$ cat src/sv/lpw_pkg.sv
// Shared types and constants for the line pixel writer.
package lpw_pkg;

    localparam int FRAME_WIDTH  = 1024;
    localparam int FRAME_HEIGHT = 1024;
    localparam int FRAME_MAX    = (FRAME_WIDTH > FRAME_HEIGHT) ? FRAME_WIDTH : FRAME_HEIGHT;
    // clipped coordinates are below FRAME_MAX
    localparam int CLIP_W       = (FRAME_MAX > 1) ? $clog2(FRAME_MAX) : 1;

    localparam int COORD_W    = 16;
    localparam int ERR_W      = 17;
    localparam int COLOR_W    = 24;
    localparam int ADDR_W     = 24;
    localparam int STRIDE_W   = 15;
    localparam int BPP_W      = 3;
    localparam int CFG_IDX_W  = 3;
    localparam int CFG_DATA_W = 16;

    localparam int FIFO_DEPTH = 4;
    localparam int PTR_W      = $clog2(FIFO_DEPTH);
    localparam int CNT_W      = $clog2(FIFO_DEPTH + 1);

    localparam logic CMD_START = 1'b0;
    localparam logic CMD_STEP  = 1'b1;

    localparam logic [CFG_IDX_W-1:0] CFG_OFFSET_X   = 3'd0;
    localparam logic [CFG_IDX_W-1:0] CFG_OFFSET_Y   = 3'd1;
    localparam logic [CFG_IDX_W-1:0] CFG_STRIDE     = 3'd2;
    localparam logic [CFG_IDX_W-1:0] CFG_BPP        = 3'd3;
    localparam logic [CFG_IDX_W-1:0] CFG_BIG_ENDIAN = 3'd4;

    localparam logic [STRIDE_W-1:0] STRIDE_RESET = 15'd4096;
    localparam logic [BPP_W-1:0]    BPP_RESET    = 3'd4;

    typedef struct packed {
        logic [COORD_W-1:0]  offset_x;
        logic [COORD_W-1:0]  offset_y;
        logic [STRIDE_W-1:0] stride;
        logic [BPP_W-1:0]    bpp;
        logic                big_endian;
    } t_cfg;

    // classified command as it sits in the queue
    typedef struct packed {
        logic                is_start;
        logic [COORD_W-1:0]  start_x;
        logic [COORD_W-1:0]  start_y;
        logic [COORD_W-1:0]  span_x;
        logic [COORD_W-1:0]  span_y;
        logic                dir_x;
        logic                dir_y;
        logic [COLOR_W-1:0]  color;
    } t_op;

    // one generated pixel before offset, clip and address
    typedef struct packed {
        logic                idle;
        logic                last;
        logic [COORD_W-1:0]  x;
        logic [COORD_W-1:0]  y;
        logic [COLOR_W-1:0]  color;
    } t_pix;

endpackage

$ cat src/sv/line_pixel_writer.sv
// Top level of the Bresenham line pixel writer.
// A start transaction (cmd 0) loads two endpoints and a color and produces no
// result; each step transaction (cmd 1) produces exactly one result: a clipped
// pixel write of the next point on the line, or an idle result when no line is
// in progress. Steady state is one transaction per clock on both channels,
// starts included, while the result side does not stall; the figure is set by
// the generator's combinational error update. Accepted commands pass a 4-entry
// queue into the generator, then a three-stage back end (offset and clip,
// address products, output register), each stage holding while the next is full.
// Configuration is taken with o_cfg_ready always high and must be written
// only while no line transactions are outstanding.
module line_pixel_writer (
    input  logic                               i_clk,
    input  logic                               i_rst_n,
    input  logic                               i_cfg_valid,
    output logic                               o_cfg_ready,
    input  logic [lpw_pkg::CFG_IDX_W-1:0]      i_cfg_index,
    input  logic [lpw_pkg::CFG_DATA_W-1:0]     i_cfg_data,
    input  logic                               i_valid,
    output logic                               o_ready,
    input  logic                               i_cmd,
    input  logic signed [15:0]                 i_start_x,
    input  logic signed [15:0]                 i_start_y,
    input  logic signed [15:0]                 i_end_x,
    input  logic signed [15:0]                 i_end_y,
    input  logic [23:0]                        i_color,
    output logic                               o_valid,
    input  logic                               i_ready,
    output logic                               o_write_enable,
    output logic [23:0]                        o_byte_address,
    output logic [23:0]                        o_pixel_bytes,
    output logic                               o_last_pixel,
    output logic                               o_idle
);
    import lpw_pkg::*;

    t_cfg   r_cfg;
    logic   fifo_full;
    logic   push;
    t_op    front_op;
    logic   q_valid;
    t_op    q_op;
    logic   q_ready;
    logic   pix_valid;
    t_pix   pix;
    logic   pix_ready;

    assign o_cfg_ready = 1'b1;

    always_ff @(posedge i_clk) begin
        if (!i_rst_n) begin
            r_cfg.offset_x   <= '0;
            r_cfg.offset_y   <= '0;
            r_cfg.stride     <= STRIDE_RESET;
            r_cfg.bpp        <= BPP_RESET;
            r_cfg.big_endian <= 1'b0;
        end else if (i_cfg_valid) begin
            unique case (i_cfg_index)
                CFG_OFFSET_X:   r_cfg.offset_x   <= i_cfg_data;
                CFG_OFFSET_Y:   r_cfg.offset_y   <= i_cfg_data;
                CFG_STRIDE:     r_cfg.stride     <= i_cfg_data[STRIDE_W-1:0];
                CFG_BPP:        r_cfg.bpp        <= i_cfg_data[BPP_W-1:0];
                CFG_BIG_ENDIAN: r_cfg.big_endian <= i_cfg_data[0];
                default:        r_cfg            <= r_cfg;
            endcase
        end
    end

    lpw_front u_front (
        .i_valid     (i_valid),
        .o_ready     (o_ready),
        .i_cmd       (i_cmd),
        .i_start_x   (i_start_x),
        .i_start_y   (i_start_y),
        .i_end_x     (i_end_x),
        .i_end_y     (i_end_y),
        .i_color     (i_color),
        .i_fifo_full (fifo_full),
        .o_push      (push),
        .o_op        (front_op)
    );

    lpw_fifo u_fifo (
        .i_clk   (i_clk),
        .i_rst_n (i_rst_n),
        .i_push  (push),
        .i_data  (front_op),
        .o_full  (fifo_full),
        .o_valid (q_valid),
        .o_data  (q_op),
        .i_ready (q_ready)
    );

    lpw_gen u_gen (
        .i_clk       (i_clk),
        .i_rst_n     (i_rst_n),
        .i_op_valid  (q_valid),
        .i_op        (q_op),
        .o_op_ready  (q_ready),
        .o_pix_valid (pix_valid),
        .o_pix       (pix),
        .i_pix_ready (pix_ready)
    );

    lpw_pixel u_pixel (
        .i_clk          (i_clk),
        .i_rst_n        (i_rst_n),
        .i_cfg          (r_cfg),
        .i_pix_valid    (pix_valid),
        .i_pix          (pix),
        .o_pix_ready    (pix_ready),
        .o_valid        (o_valid),
        .i_ready        (i_ready),
        .o_write_enable (o_write_enable),
        .o_byte_address (o_byte_address),
        .o_pixel_bytes  (o_pixel_bytes),
        .o_last_pixel   (o_last_pixel),
        .o_idle         (o_idle)
    );

endmodule

$ cat src/sv/lpw_front.sv
// Front end: accepts commands and precomputes line setup for start commands.
module lpw_front (
    input  logic                          i_valid,
    output logic                          o_ready,
    input  logic                          i_cmd,
    input  logic signed [15:0]            i_start_x,
    input  logic signed [15:0]            i_start_y,
    input  logic signed [15:0]            i_end_x,
    input  logic signed [15:0]            i_end_y,
    input  logic [23:0]                   i_color,
    input  logic                          i_fifo_full,
    output logic                          o_push,
    output lpw_pkg::t_op                  o_op
);
    import lpw_pkg::*;

    logic [COORD_W:0] dx;
    logic [COORD_W:0] dy;
    logic [COORD_W:0] ndx;
    logic [COORD_W:0] ndy;

    assign o_ready = !i_fifo_full;
    assign o_push  = i_valid && !i_fifo_full;

    always_comb begin
        dx  = {i_end_x[COORD_W-1], i_end_x} - {i_start_x[COORD_W-1], i_start_x};
        dy  = {i_end_y[COORD_W-1], i_end_y} - {i_start_y[COORD_W-1], i_start_y};
        ndx = -dx;
        ndy = -dy;

        o_op.is_start = (i_cmd == CMD_START);
        o_op.start_x  = i_start_x;
        o_op.start_y  = i_start_y;
        o_op.span_x   = dx[COORD_W] ? ndx[COORD_W-1:0] : dx[COORD_W-1:0];
        o_op.span_y   = dy[COORD_W] ? ndy[COORD_W-1:0] : dy[COORD_W-1:0];
        // decreasing unless strictly positive
        o_op.dir_x    = dx[COORD_W] || (dx == '0);
        o_op.dir_y    = dy[COORD_W] || (dy == '0);
        o_op.color    = i_color;
    end

endmodule

$ cat src/sv/lpw_fifo.sv
// Short command queue between the front end and the line generator.
module lpw_fifo (
    input  logic          i_clk,
    input  logic          i_rst_n,
    input  logic          i_push,
    input  lpw_pkg::t_op  i_data,
    output logic          o_full,
    output logic          o_valid,
    output lpw_pkg::t_op  o_data,
    input  logic          i_ready
);
    import lpw_pkg::*;

    t_op               r_mem [FIFO_DEPTH];
    logic [PTR_W-1:0]  r_wr_ptr;
    logic [PTR_W-1:0]  r_rd_ptr;
    logic [CNT_W-1:0]  r_count;
    logic              pop;

    assign o_full  = (r_count == CNT_W'(FIFO_DEPTH));
    assign o_valid = (r_count != '0);
    assign o_data  = r_mem[r_rd_ptr];
    assign pop     = o_valid && i_ready;

    always_ff @(posedge i_clk) begin
        if (!i_rst_n) begin
            r_wr_ptr <= '0;
            r_rd_ptr <= '0;
            r_count  <= '0;
        end else begin
            if (i_push) begin
                r_mem[r_wr_ptr] <= i_data;
                r_wr_ptr        <= r_wr_ptr + 1'b1;
            end
            if (pop) begin
                r_rd_ptr <= r_rd_ptr + 1'b1;
            end
            unique case ({i_push, pop})
                2'b10:   r_count <= r_count + 1'b1;
                2'b01:   r_count <= r_count - 1'b1;
                default: r_count <= r_count;
            endcase
        end
    end

    a_count_bound: assert property (@(posedge i_clk) disable iff (!i_rst_n)
        r_count <= CNT_W'(FIFO_DEPTH))
        else $error("queue count exceeds depth");

endmodule

$ cat src/sv/lpw_gen.sv
// Bresenham generator: loads line setup and advances one pixel per step command.
module lpw_gen (
    input  logic          i_clk,
    input  logic          i_rst_n,
    input  logic          i_op_valid,
    input  lpw_pkg::t_op  i_op,
    output logic          o_op_ready,
    output logic          o_pix_valid,
    output lpw_pkg::t_pix o_pix,
    input  logic          i_pix_ready
);
    import lpw_pkg::*;

    logic [COORD_W-1:0] r_x;
    logic [COORD_W-1:0] r_y;
    logic [ERR_W-1:0]   r_err;
    logic [COORD_W-1:0] r_major;
    logic [COORD_W-1:0] r_minor;
    logic [COORD_W-1:0] r_steps;
    logic               r_dir_x;
    logic               r_dir_y;
    logic               r_x_major;
    logic [COLOR_W-1:0] r_color;
    logic               r_active;
    logic               r_pix_valid;
    t_pix               r_pix;

    logic               out_free;
    logic               take;
    logic [ERR_W:0]     sum;
    logic               hit;
    logic [ERR_W:0]     n_err;
    logic [COORD_W-1:0] n_x;
    logic [COORD_W-1:0] n_y;
    logic               last;
    logic               ld_x_major;

    assign out_free    = !r_pix_valid || i_pix_ready;
    assign o_op_ready  = i_op.is_start || out_free;
    assign take        = i_op_valid && o_op_ready;
    assign o_pix_valid = r_pix_valid;
    assign o_pix       = r_pix;

    always_comb begin
        sum      = {1'b0, r_err} + (ERR_W + 1)'(r_minor);
        hit      = sum >= (ERR_W + 1)'(r_major);
        n_err    = hit ? sum - (ERR_W + 1)'(r_major) : sum;
        n_x      = r_x;
        n_y      = r_y;
        if (r_x_major || hit) begin
            n_x = r_dir_x ? r_x - 1'b1 : r_x + 1'b1;
        end
        if (!r_x_major || hit) begin
            n_y = r_dir_y ? r_y - 1'b1 : r_y + 1'b1;
        end
        last       = (r_steps <= 16'd1);
        // ties go to the y-major path
        ld_x_major = i_op.span_x > i_op.span_y;
    end

    always_ff @(posedge i_clk) begin
        if (!i_rst_n) begin
            r_active    <= 1'b0;
            r_pix_valid <= 1'b0;
        end else begin
            if (take && !i_op.is_start) begin
                r_pix_valid <= 1'b1;
            end else if (i_pix_ready) begin
                r_pix_valid <= 1'b0;
            end
            if (take) begin
                if (i_op.is_start) begin
                    r_x       <= i_op.start_x;
                    r_y       <= i_op.start_y;
                    r_dir_x   <= i_op.dir_x;
                    r_dir_y   <= i_op.dir_y;
                    r_color   <= i_op.color;
                    r_x_major <= ld_x_major;
                    if (ld_x_major) begin
                        r_major <= i_op.span_x;
                        r_minor <= i_op.span_y;
                        r_err   <= ERR_W'(i_op.span_x >> 1);
                        r_steps <= i_op.span_x;
                        r_active <= (i_op.span_x != '0);
                    end else begin
                        r_major <= i_op.span_y;
                        r_minor <= i_op.span_x;
                        r_err   <= ERR_W'(i_op.span_y >> 1);
                        r_steps <= i_op.span_y;
                        r_active <= (i_op.span_y != '0);
                    end
                end else begin
                    if (r_active) begin
                        r_x          <= n_x;
                        r_y          <= n_y;
                        r_err        <= n_err[ERR_W-1:0];
                        r_steps      <= r_steps - 1'b1;
                        r_active     <= !last;
                        r_pix.idle   <= 1'b0;
                        r_pix.last   <= last;
                        r_pix.x      <= n_x;
                        r_pix.y      <= n_y;
                        r_pix.color  <= r_color;
                    end else begin
                        r_pix.idle   <= 1'b1;
                        r_pix.last   <= 1'b0;
                        r_pix.x      <= '0;
                        r_pix.y      <= '0;
                        r_pix.color  <= '0;
                    end
                end
            end
        end
    end

    a_err_below_major: assert property (@(posedge i_clk) disable iff (!i_rst_n)
        r_active |-> (r_err < ERR_W'(r_major)))
        else $error("error accumulator reached major span");

    a_minor_le_major: assert property (@(posedge i_clk) disable iff (!i_rst_n)
        r_active |-> (r_minor <= r_major))
        else $error("minor span exceeds major span");

    a_last_ends_line: assert property (@(posedge i_clk) disable iff (!i_rst_n)
        (take && !i_op.is_start && r_active && last) |=> !r_active)
        else $error("line still active after its last pixel");

endmodule

$ cat src/sv/lpw_pixel.sv
// Pixel back end: offset and clip, address products, then the output register.
module lpw_pixel (
    input  logic                         i_clk,
    input  logic                         i_rst_n,
    input  lpw_pkg::t_cfg                i_cfg,
    input  logic                         i_pix_valid,
    input  lpw_pkg::t_pix                i_pix,
    output logic                         o_pix_ready,
    output logic                         o_valid,
    input  logic                         i_ready,
    output logic                         o_write_enable,
    output logic [lpw_pkg::ADDR_W-1:0]   o_byte_address,
    output logic [lpw_pkg::COLOR_W-1:0]  o_pixel_bytes,
    output logic                         o_last_pixel,
    output logic                         o_idle
);
    import lpw_pkg::*;

    // clip stage
    logic                         r_b_valid;
    logic [CLIP_W-1:0]            r_b_px;
    logic [CLIP_W-1:0]            r_b_py;
    logic                         r_b_we;
    logic                         r_b_last;
    logic                         r_b_idle;
    logic [COLOR_W-1:0]           r_b_bytes;
    // product stage
    logic                         r_c_valid;
    logic [CLIP_W+STRIDE_W-1:0]   r_c_prod_y;
    logic [CLIP_W+BPP_W-1:0]      r_c_prod_x;
    logic                         r_c_we;
    logic                         r_c_last;
    logic                         r_c_idle;
    logic [COLOR_W-1:0]           r_c_bytes;
    // output register
    logic                         r_d_valid;

    logic                         d_ready;
    logic                         c_ready;
    logic                         b_ready;
    logic [COORD_W:0]             px;
    logic [COORD_W:0]             py;
    logic                         in_frame;
    logic [COLOR_W-1:0]           bytes;
    logic [ADDR_W-1:0]            addr;

    assign d_ready     = !r_d_valid || i_ready;
    assign c_ready     = !r_c_valid || d_ready;
    assign b_ready     = !r_b_valid || c_ready;
    assign o_pix_ready = b_ready;
    assign o_valid     = r_d_valid;

    always_comb begin
        px = {i_pix.x[COORD_W-1], i_pix.x} + {i_cfg.offset_x[COORD_W-1], i_cfg.offset_x};
        py = {i_pix.y[COORD_W-1], i_pix.y} + {i_cfg.offset_y[COORD_W-1], i_cfg.offset_y};
        in_frame = !px[COORD_W] && (px[COORD_W-1:0] < COORD_W'(FRAME_WIDTH))
                && !py[COORD_W] && (py[COORD_W-1:0] < COORD_W'(FRAME_HEIGHT));
        bytes = i_cfg.big_endian
              ? {i_pix.color[7:0], i_pix.color[15:8], i_pix.color[23:16]}
              : i_pix.color;
        addr  = ADDR_W'(r_c_prod_y) + ADDR_W'(r_c_prod_x);
    end

    always_ff @(posedge i_clk) begin
        if (!i_rst_n) begin
            r_b_valid <= 1'b0;
            r_c_valid <= 1'b0;
            r_d_valid <= 1'b0;
        end else begin
            if (b_ready) begin
                r_b_valid <= i_pix_valid;
                if (i_pix_valid) begin
                    r_b_px    <= px[CLIP_W-1:0];
                    r_b_py    <= py[CLIP_W-1:0];
                    r_b_we    <= !i_pix.idle && in_frame;
                    r_b_last  <= i_pix.last;
                    r_b_idle  <= i_pix.idle;
                    r_b_bytes <= bytes;
                end
            end
            if (c_ready) begin
                r_c_valid <= r_b_valid;
                if (r_b_valid) begin
                    r_c_prod_y <= r_b_py * i_cfg.stride;
                    r_c_prod_x <= r_b_px * i_cfg.bpp;
                    r_c_we     <= r_b_we;
                    r_c_last   <= r_b_last;
                    r_c_idle   <= r_b_idle;
                    r_c_bytes  <= r_b_bytes;
                end
            end
            if (d_ready) begin
                r_d_valid <= r_c_valid;
                if (r_c_valid) begin
                    o_write_enable <= r_c_we;
                    o_byte_address <= r_c_we ? addr : '0;
                    o_pixel_bytes  <= r_c_we ? r_c_bytes : '0;
                    o_last_pixel   <= r_c_last;
                    o_idle         <= r_c_idle;
                end
            end
        end
    end

    a_idle_no_write: assert property (@(posedge i_clk) disable iff (!i_rst_n)
        (o_valid && o_idle) |-> (!o_write_enable && !o_last_pixel))
        else $error("idle result carries a write or line end");

endmodule

$ cat config.mk
export PLATFORM = sky130hd
export DESIGN_NAME = line_pixel_writer
export DESIGN_NICKNAME = d
export VERILOG_FILES = /design/src/sv/lpw_pkg.sv /design/src/sv/line_pixel_writer.sv /design/src/sv/lpw_front.sv /design/src/sv/lpw_fifo.sv /design/src/sv/lpw_gen.sv /design/src/sv/lpw_pixel.sv
export SDC_FILE = /design/constraint.sdc
export NUM_CORES = 1
export LEC_CHECK = 0
export BUFFER_PORTS_ARGS = -buffer_cell sky130_fd_sc_hd__buf_2
export CAP_MARGIN = 40
export CORE_UTILIZATION = 63
export DETAILED_ROUTE_END_ITERATION = 10
export PLACE_DENSITY = 0.84
export SLEW_MARGIN = 0
export SYNTH_ARGS = -nofsm -noshare
export SYNTH_HDL_FRONTEND = slang
export SYNTH_SLANG_ARGS = --single-unit
$ cat constraint.sdc
create_clock -name i_clk -period 7 [get_ports i_clk]
set_input_delay 0.7 -clock i_clk [delete_from_list [all_inputs] [get_ports i_clk]]
set_output_delay 0.7 -clock i_clk [all_outputs]
set_load 0.1 [all_outputs]
* Word level (Yosys, flattened, before mapping)
Memories as Yosys holds them, arrays and structs flattened. A register that Yosys moved wholly into a read port is not among the register bits.
Cells that the tools add are included.
** Storage, ports and cells
- Input port bits :: 113
- Flip-flop bits (word level) :: 407
- Memories kept :: 1
- Memory bits (writable) :: 364
** Memories
- u_fifo.r_mem :: depth 4, bits a word 91, rd ports 1, clocked after memory_dff 1, write ports 1, RTL line lpw_fifo.sv:14 : t_op r_mem [FIFO_DEPTH];
** Operators by class
- Reductions and logical operators :: 47
- Multiply operators :: 2
- Equal/unequal tests :: 7
- Add/sub/neg operators :: 18
- $lt $le $gt $ge :: 5
- Bitwise logic cells :: 2
- Muxes and demuxes :: 31
** Operators by type and width (count)
- 2-to-1 mux 16 bit :: 14
- 2-to-1 mux 58 bit :: 1
- 2-to-1 mux 17 bit :: 3
- subtractor 16 x 1 -> 16 bit, second input constant :: 3
- adder 16 x 16 -> 17 bit :: 2
- logical NOT 17 bit :: 2
- subtractor 16 x 16 -> 17 bit :: 2
- adder 16 x 1 -> 16 bit, second input constant :: 2
- < comparator 16 x 11 -> 1 bit, second input constant :: 2
- negation 16 bit :: 2
- nonzero test 16 bit :: 2
- adder 24 x 13 -> 24 bit :: 1
- multiplier 10 x 15 -> 24 bit :: 1
- 2-to-1 mux 24 bit :: 1
- adder 17 x 16 -> 18 bit :: 1
- greater-or-equal comparator 18 x 16 -> 1 bit :: 1
- AND reduction 3 bit :: 6
- subtractor 17 x 16 -> 17 bit :: 1
- > comparator 16 bit :: 1
- less-or-equal comparator 16 x 1 -> 1 bit, second input constant :: 1
- 2-to-1 mux 15 bit :: 1
- multiplier 10 x 3 -> 13 bit :: 1
- logical NOT 1 bit :: 11
- AND reduction 2 bit :: 5
- other kinds (17) :: 45

* Logic depth before layout (Yosys ltp)
Gate-level depths: netlist of the first run.
- Depth after elaboration :: 9
- Depth in mapped cells :: 22
- Mapped depth without buffers :: 21

* Modules after synthesis
From an unflattened synthesis of the first run, not the netlist that was laid out.
** Unflattened totals
- Cell total of the unflattened synthesis :: 3365
- Area total of the unflattened synthesis :: 43148.9 um^2
** Modules (own cells, without submodules)
- lpw_fifo :: times used 1, cells each 523, area an instance 13689.4 um^2
- lpw_pixel :: times used 1, cells each 1211, area an instance 13168.9 um^2
- lpw_gen :: times used 1, cells each 979, area an instance 11144.4 um^2
- lpw_front :: times used 1, cells each 460, area an instance 3165.5 um^2
- line_pixel_writer :: times used 1, cells each 192, area an instance 1980.6 um^2

* Least setup slack after synthesis of the first run
Ideal clock, no wire load.
- Kind :: register to register
- Start :: register with a tool-made name
- End :: register u_gen.r_pix, in the netlist u_gen.o_pix[0] (enable)
- Data required time :: 6454 ps
- Arrival :: 5521 ps
- Path buffers :: 4
- Setup slack :: 933 ps
- Library setup time :: 546 ps
- Period minus slack after synthesis :: 6067 ps
- Cell stages (with the launch flop) :: 8
- Cells stage by stage :: dfxtp_1 buf_2 clkbuf_1 nand2_1 o21a_1 clkbuf_1 clkbuf_1 nor3_1
** RTL lines
- end: declaration :: RTL line lpw_gen.sv:26 : t_pix r_pix;

* Worst setup path after layout of the first run
- Start :: register u_pixel.r_b_py[9]
- End :: register u_pixel.r_c_prod_y[22], data pin
** Between the ends
- Cells in the longest elaborated chain, start to end :: 1
** Ends and longest elaborated chain
- start: declaration :: RTL line lpw_pixel.sv:22 : logic [CLIP_W-1:0] r_b_py;
- start signal: assignment :: RTL line lpw_pixel.sv:74 : r_b_py <= py[CLIP_W-1:0];
- multiplier 10 x 15 -> 24 bit :: RTL line lpw_pixel.sv:84 : r_c_prod_y <= r_b_py * i_cfg.stride;
- end signal: assignment :: RTL line lpw_pixel.sv:84
- end: declaration :: RTL line lpw_pixel.sv:29 : logic [CLIP_W+STRIDE_W-1:0] r_c_prod_y;
Every way passes these cells.
A chain may end at the register's enable or synchronous reset.

==> flow_summary.yaml, run 1 <==
critical_path:
  worstReg2RegStart: "u_pixel.r_b_py[9]"
  arrival_ns: 6.44
  crit_fanout: 15
  rrSetupSlack_ns: 0.91
  criticalPathCategory: "flop to flop"
  crit-reg2reg-capture: "u_pixel.r_c_prod_y[22]"
  crit_path_end_kind: "flop"
  worst-r2r-cell-count: 17
  cp-start-kind: "flop"
  crit_required_ns: 7.35
hold_path:
  min_path_type: "primary input to flop"
  min_to: "u_fifo.r_mem[1][16]"
  min_from: "i_color[16]"
  whs_path_depth: 1
finish:
  final_area_um2: 46070
  fin_nets: 3986
  mostFrequentLayoutCells: "708 x edfxtp_1, 300 x nand2_1, 297 x inv_1, 231 x ha_1, 223 x nor2_1"
  drive_above_1_share_pct: 12.53
  instances_no_fill: 4447
  fillCellCount: 4473
  layout_commonest_cell: "edfxtp_1"
  area_growth_pct: 10.36
synth:
  ys_ff_latch: 773
  ys_warn_count: 0
  synth_flop_cell: "edfxtp_1"
  syn-num-nets: 3825
  synth-edff-count: 708
  netlist_area_um2: 41740
  avgSynthCellArea_um2: 12.42
  synthArstFlopShare_pct: 0
  synth_top_area_share_pct: 50.93
  synth_area_leader_cell: "edfxtp_1"
  synth_cell_types: 77
  synth.top_cells.by_area: "edfxtp_1 51%, ha_1 6.9%, fa_1 5.8%"
  ys_seq_area_share_pct: 54.05
  synthCells: 3361
timing:
  maxSlewViolCount: 0
  setup_tns_ns: 0
  slew_headroom_pct: 30.46
  fmax_ghz: 0.1642
  final.min_clock_period_ns: 6.091
  fin_crit_sh_pct: 87.01
  finalSetupViolations: 0
  grt_setup_unrepaired: "no"
  finalHoldViolCount: 0
  skew_ns: 0.02334
  layout_setup_ws_ns: 0.9094
  tightest_slew_ns: 1.030
power:
  cellPowerDensity_nw_per_um2: 374.5
  power_frac_seq_pct: 36.9
  pwr-share-comb_pct: 39.3
  clockPowerShare_pct: 23.8
  switchingPower_w: 0.006150
  total_leakage_power_nw: 17.87
  peakVddDrop_uv: 246.6
  p_sw_share_pct: 35.65
  intPower_w: 0.01110
grt:
  antenna_found_initial: 1
  grt_pass1_wl_um: 138800
  track_usage_pct: 26.37
  overflow: 0
  first_global_vias: 26100
  grt_max_degree: 74
clock_tree:
  clkSinkCount: 773
  cts.clk_slew.worst_paths_ns: 0.07
  max-clock-path-buffers: 3
  hold_buffers: 0
  cts_buffers: 78
  cts_resized: 0
  cts_tree: "built"
  cts_root_buffer: "clkbuf_16"
  clk_latency_ns: 0.63
  h-tree-depth: 3
  cts_setup_buffers: 0
drt:
  routed-wl-met3_um: 5633
  wl_met2_um: 42840
  drc: 0
  wl_um: 87160
  viasPerCell: 5.942
  met1_length_um: 36440
  wl_per_cell_um: 19.60
  highest_layer: "met4"
  dr.first_iter.drc_count: 2494
  drtPass1Iterations: 6
  route.vias.total: 26420
  ant_nets: 0
run:
  maxCapViolCount: 0
die:
  core_um2: 65630
  row_count: 94
  die_h_um: 259.4
  die_area_um2: 67290
  start_util_pct: 63.60
  die_x_um: 259.4
  pin_count: 167
placement:
  dp_hpwl_um: 60830
  placed_area_um2: 43540
  dpl_worst_slack_ns: 0.9299
  gp_congestion: 0.9096
  placedCellCount: 4306
  portBuffers: 165
outcome:
  outcome: "finished clean"
[layer usage]
layer,up-vias,GRT usage [%]
li1,12440,-
met1,12910,35.62
met2,929,44.34
met3,147,3.788
met4,0,8.317
met5,-,0
[flip-flops by register name, summed over array words and instances, names as in the netlist, 16 cells and up, named ones only]
signal                  cells
u_fifo.r_mem              364
u_gen.o_pix                58
r_cfg                      51
u_gen.r_color              24
u_pixel.o_byte_address     24
u_pixel.o_pixel_bytes      24
u_pixel.r_b_bytes          24
u_pixel.r_c_bytes          24
u_pixel.r_c_prod_y         24
u_gen.r_err                17
u_gen.r_major              16
u_gen.r_minor              16
u_gen.r_steps              16
u_gen.r_x                  16
u_gen.r_y                  16
[Yosys cell counts, drive strengths merged (5+ instances only)]
library cell  count
a211o            11
a21oi           177
nor4             18
a21o             42
fa              120
nand3            47
o21bai           20
nor2b            39
or2               5
a311oi            6
mux2             27
nand2           301
mux4             90
xnor2           119
or3              24
buf              24
ha              231
o22ai             5
nand2b           20
a211oi           25
xor2             56
nand4            14
o21a             31
and3             20
o211ai           12
or4               6
nor2            227
a21boi           55
o31ai             8
edfxtp          708
and2            136
dfxtp            65
a31oi            16
o21ai           110
inv             297
o2111ai          11
clkbuf           89
o31a              5
mux2i            44
nor3             48
[cell families (layout without fill, tap and decap cells)]
kind of cell    count (synthesis)  count (layout)  synth area share [%]
simple gates                  917             917                 10.39
other cells                     1               2              0.008984
xor+xnor                      175             175                 3.672
flops                         773             773                 54.05
compound gates                572             572                 8.803
fa+ha+maj                     351             351                 12.68
buf+inv                       411             632                 3.744
mux                           161             161                 6.657
[how the worst max path moves through the flow]
stage | start | end | slack [ns] | depth (start not counted)
floorplan | flop | u_gen.o_pix[0] | 0.93 | 7
global placement | u_pixel.r_b_py[9] | u_pixel.r_c_prod_y[22] | 1.04 | 17
detailed placement | u_pixel.r_b_py[9] | u_pixel.r_c_prod_y[22] | 0.93 | 17
CTS | u_pixel.r_b_py[9] | u_pixel.r_c_prod_y[22] | 0.92 | 17
global route | u_pixel.r_b_py[6] | u_pixel.r_c_prod_y[22] | 0.64 | 17
finish | u_pixel.r_b_py[9] | u_pixel.r_c_prod_y[22] | 0.91 | 17
[power groups by stage]
stage                     Sequential [W]  Clock [W]  Combinational (W)
final                            0.00637    0.00410            0.00678
after global routing             0.00643    0.00433            0.00746
after floorplan                  0.00634          0            0.00517
after CTS                        0.00637    0.00416            0.00671
after detailed placement         0.00646          0            0.00664
after global placement           0.00643          0            0.00645
[worst max-delay path, cell delays in order, from the launching register on]
cell      delay, ns
edfxtp_1       0.58
and2_1         0.27
fa_1           0.51
fa_1           0.53
fa_1           0.52
fa_1           0.54
inv_1          0.05
fa_1           0.53
inv_1          0.04
ha_1           0.35
a21o_1         0.20
a21o_1         0.19
a221o_1        0.31
and3_1         0.20
a311oi_1       0.33
o21ai_0        0.15
o41ai_1        0.39
xnor2_1        0.11
[area by class of cell]
class / count / area, um2 / area share, %
clock inverter: 38 / 420.4 / 0.9126
tap: 864 / 1081 / 2.347
antenna: 1 / 2.502 / 0.005432
inverter: 298 / 1119 / 2.428
clock buffer: 102 / 2103 / 4.566
timing repair buffer: 194 / 1076 / 2.336
multi-input combinational: 2177 / 17700 / 38.42
sequential: 773 / 22570 / 48.99
[metrics by stage]
stage          hold slack, ns  utilization (%)  total power [W]
6_report               0.2882            70.20          0.01725
5_1_grt                0.2714            70.20          0.01823
4_1_cts                0.2566            70.19          0.01724
2_1_floorplan          0.4003                -          0.01151
3_5_place_dp           0.4045            66.35          0.01310
3_3_place_gp           0.4031            66.25          0.01288
Power figures use the tool's default switching activity.
==> run 2, diff against run 1 <==
--- a/config.mk
+++ b/config.mk
@@ -7,7 +7,9 @@
 export LEC_CHECK = 0
 export BUFFER_PORTS_ARGS = -buffer_cell sky130_fd_sc_hd__buf_2
 export CAP_MARGIN = 40
-export CORE_UTILIZATION = 63
+export CELL_PAD_IN_SITES_DETAIL_PLACEMENT = 1
+export CELL_PAD_IN_SITES_GLOBAL_PLACEMENT = 1
+export CORE_UTILIZATION = 52
 export DETAILED_ROUTE_END_ITERATION = 10
 export PLACE_DENSITY = 0.84
 export SLEW_MARGIN = 0
==> flow_summary.yaml, run 2 (synthesis gave the netlist of run 1 again) <==
clock_tree:
  max-clock-path-buffers: 3
  cts.clk_slew.worst_paths_ns: 0.06
  cts_setup_buffers: 0
  hold_buffers: 0
  cts_buffers: 83
  cts_resized: 0
  clkSinkCount: 773
  clk_latency_ns: 0.66
  h-tree-depth: 3
  cts_tree: "built"
  cts_root_buffer: "clkbuf_16"
die:
  row_count: 103
  die_h_um: 285.3
  die_x_um: 285.3
  pin_count: 167
  core_um2: 79260
  start_util_pct: 52.67
  die_area_um2: 81410
timing:
  layout_setup_ws_ns: 0.8513
  grt_setup_unrepaired: "no"
  finalSetupViolations: 0
  tightest_slew_ns: 0.8696
  maxSlewViolCount: 0
  fin_crit_sh_pct: 87.84
  slew_headroom_pct: 41.94
  setup_tns_ns: 0
  finalHoldViolCount: 0
  skew_ns: 0.03584
  fmax_ghz: 0.1626
  final.min_clock_period_ns: 6.149
  hold_ws_ns: 0.2668
critical_path:
  arrival_ns: 6.53
  worst-r2r-cell-count: 17
  slowest_delay_ns: 0.60
  crit-reg2reg-capture: "u_pixel.r_c_prod_y[22]"
  cp_cell_sequence: "and2_1, fa_1, fa_1, fa_1, fa_1, inv_1, fa_1, inv_1, ha_1, a21o_1, a21o_1, a221o_1, and3_1, a311oi_1, o21ai_0, o41ai_1, xnor2_1"
  crit_fanout: 15
  setup.worst_path.end: "u_pixel.r_c_prod_y[22]"
  crit_path_end_kind: "flop"
  worstReg2RegStart: "u_pixel.r_b_py[6]"
  rrSetupSlack_ns: 0.85
  startpoint: "u_pixel.r_b_py[6]"
  crit_required_ns: 7.39
  cp-start-kind: "flop"
  cp_slowest_cell: "edfxtp_1"
  path_common_cell: "fa_1"
  criticalPathCategory: "flop to flop"
power:
  switchingPower_w: 0.006646
  cellPowerDensity_nw_per_um2: 390.2
  peakVddDrop_uv: 318.2
  power_frac_seq_pct: 35.0
  intPower_w: 0.01166
  total_leakage_power_nw: 18.16
  pwr-share-comb_pct: 39.0
  p_sw_share_pct: 36.31
  clockPowerShare_pct: 25.9
drt:
  wl_per_cell_um: 22.04
  wl_um: 102700
  dr.first_iter.drc_count: 1742
  ant_nets: 0
  drc: 0
  route.vias.total: 26910
  viasPerCell: 5.778
  drtPass1Iterations: 5
grt:
  grtUsageMet3_pct: 2.880
  gr-usage-met2_pct: 45.78
  grt_pass1_wl_um: 161700
  grt_max_degree: 74
  top_usage_layer: "met2"
  met1_usage_pct: 31.92
  antenna_found_initial: 5
  first_global_vias: 29170
  track_usage_pct: 25.45
  overflow: 0
finish:
  largest_register_ffs: 364
  layout_commonest_cell: "edfxtp_1"
  regMostFlops: "u_fifo.r_mem"
  mostFrequentLayoutCells: "708 x edfxtp_1, 300 x nand2_1, 297 x inv_1, 231 x ha_1, 223 x nor2_1"
  area_growth_pct: 12.38
  fin_nets: 3997
  final_area_um2: 46910
  final_util_pct: 59.19
  drive_above_1_share_pct: 13.35
placement:
  dp_hpwl_um: 74310
  portBuffers: 165
  placed_area_um2: 43910
  gp_congestion: 0.8587
  dpl_worst_slack_ns: 0.8543
run:
  maxCapViolCount: 0
hold_path:
  min_path_type: "primary input to flop"
outcome:
  outcome: "finished clean"
==> run 2: cell types whose count changed in the layout (fill, tap and decap cells not counted), moves of 4 or more <==
cell	change
clkinv_1	-5
clkinv_2	+13
clkbuf_16	+4
bufinv_16	+10
buf_16	+4
clkbuf_1	-5
==> run 2: layout make-up <==
| class | instances | area (um2) |
|---|---|---|
| timing repair buffer | 200 | 1206 |
| clock inverter | 55 | 804.5 |
| tap | 1050 | 1314 |
| inverter | 298 | 1119 |
| antenna | 3 | 7.507 |
| fill | 8029 | 32350 |
| clock buffer | 101 | 2185 |
| sequential | 773 | 22570 |
| multi-input combinational | 2177 | 17710 |
==> run 2: power groups by stage <==
stage          clock network [W]  logic (W)  registers [W]
6_report                 0.00475    0.00715        0.00641
5_1_grt                  0.00496    0.00780        0.00647
4_1_cts                  0.00482    0.00713        0.00642
3_5_place_dp                   0    0.00702        0.00650
3_3_place_gp                   0    0.00661        0.00645
2_1_floorplan                  0    0.00517        0.00634
==> run 2: worst min path at each step <==
stage                            end  slack, ns                   from  depth (start not counted)
2_1_floorplan         u_pixel.o_idle       0.40       u_pixel.r_c_idle                          0
3_3_place_gp    u_pixel.r_b_bytes[9]       0.40         u_gen.o_pix[9]                          0
3_5_place_dp   u_pixel.r_c_bytes[19]       0.41  u_pixel.r_b_bytes[19]                          0
4_1_cts          u_fifo.r_mem[2][13]       0.23            i_color[13]                          1
5_1_grt          u_fifo.r_mem[2][22]       0.26            i_color[22]                          1
6_report         u_fifo.r_mem[2][13]       0.27            i_color[13]                          1
==> run 2: per-layer routing <==
metal	routed length, um	vias to the layer above	part of all wire, %
met5	34	-	0.033
met4	2907	4	2.8
met3	4169	176	4.1
met2	52850	642	51
met1	42700	13650	42
li1	-	12440	-
==> run 2: critical path, delay by kind of cell, from the launching register on <==
kind / cells / cell delay, ns
buf+inv: 2 / 0.09
simple gates: 2 / 0.51
compound gates: 6 / 1.60
fa+ha+maj: 6 / 2.98
xor+xnor: 1 / 0.11
flops: 1 / 0.60
==> run 2: through the flow <==
| step | power (W) | instances |
|---|---|---|
| 2_1_floorplan | 0.01151 | 3361 |
| 3_3_place_gp | 0.01306 | 4489 |
| 3_5_place_dp | 0.01352 | 4498 |
| 4_1_cts | 0.01837 | 4654 |
| 5_1_grt | 0.01924 | 4657 |
| 6_report | 0.01830 | 4657 |
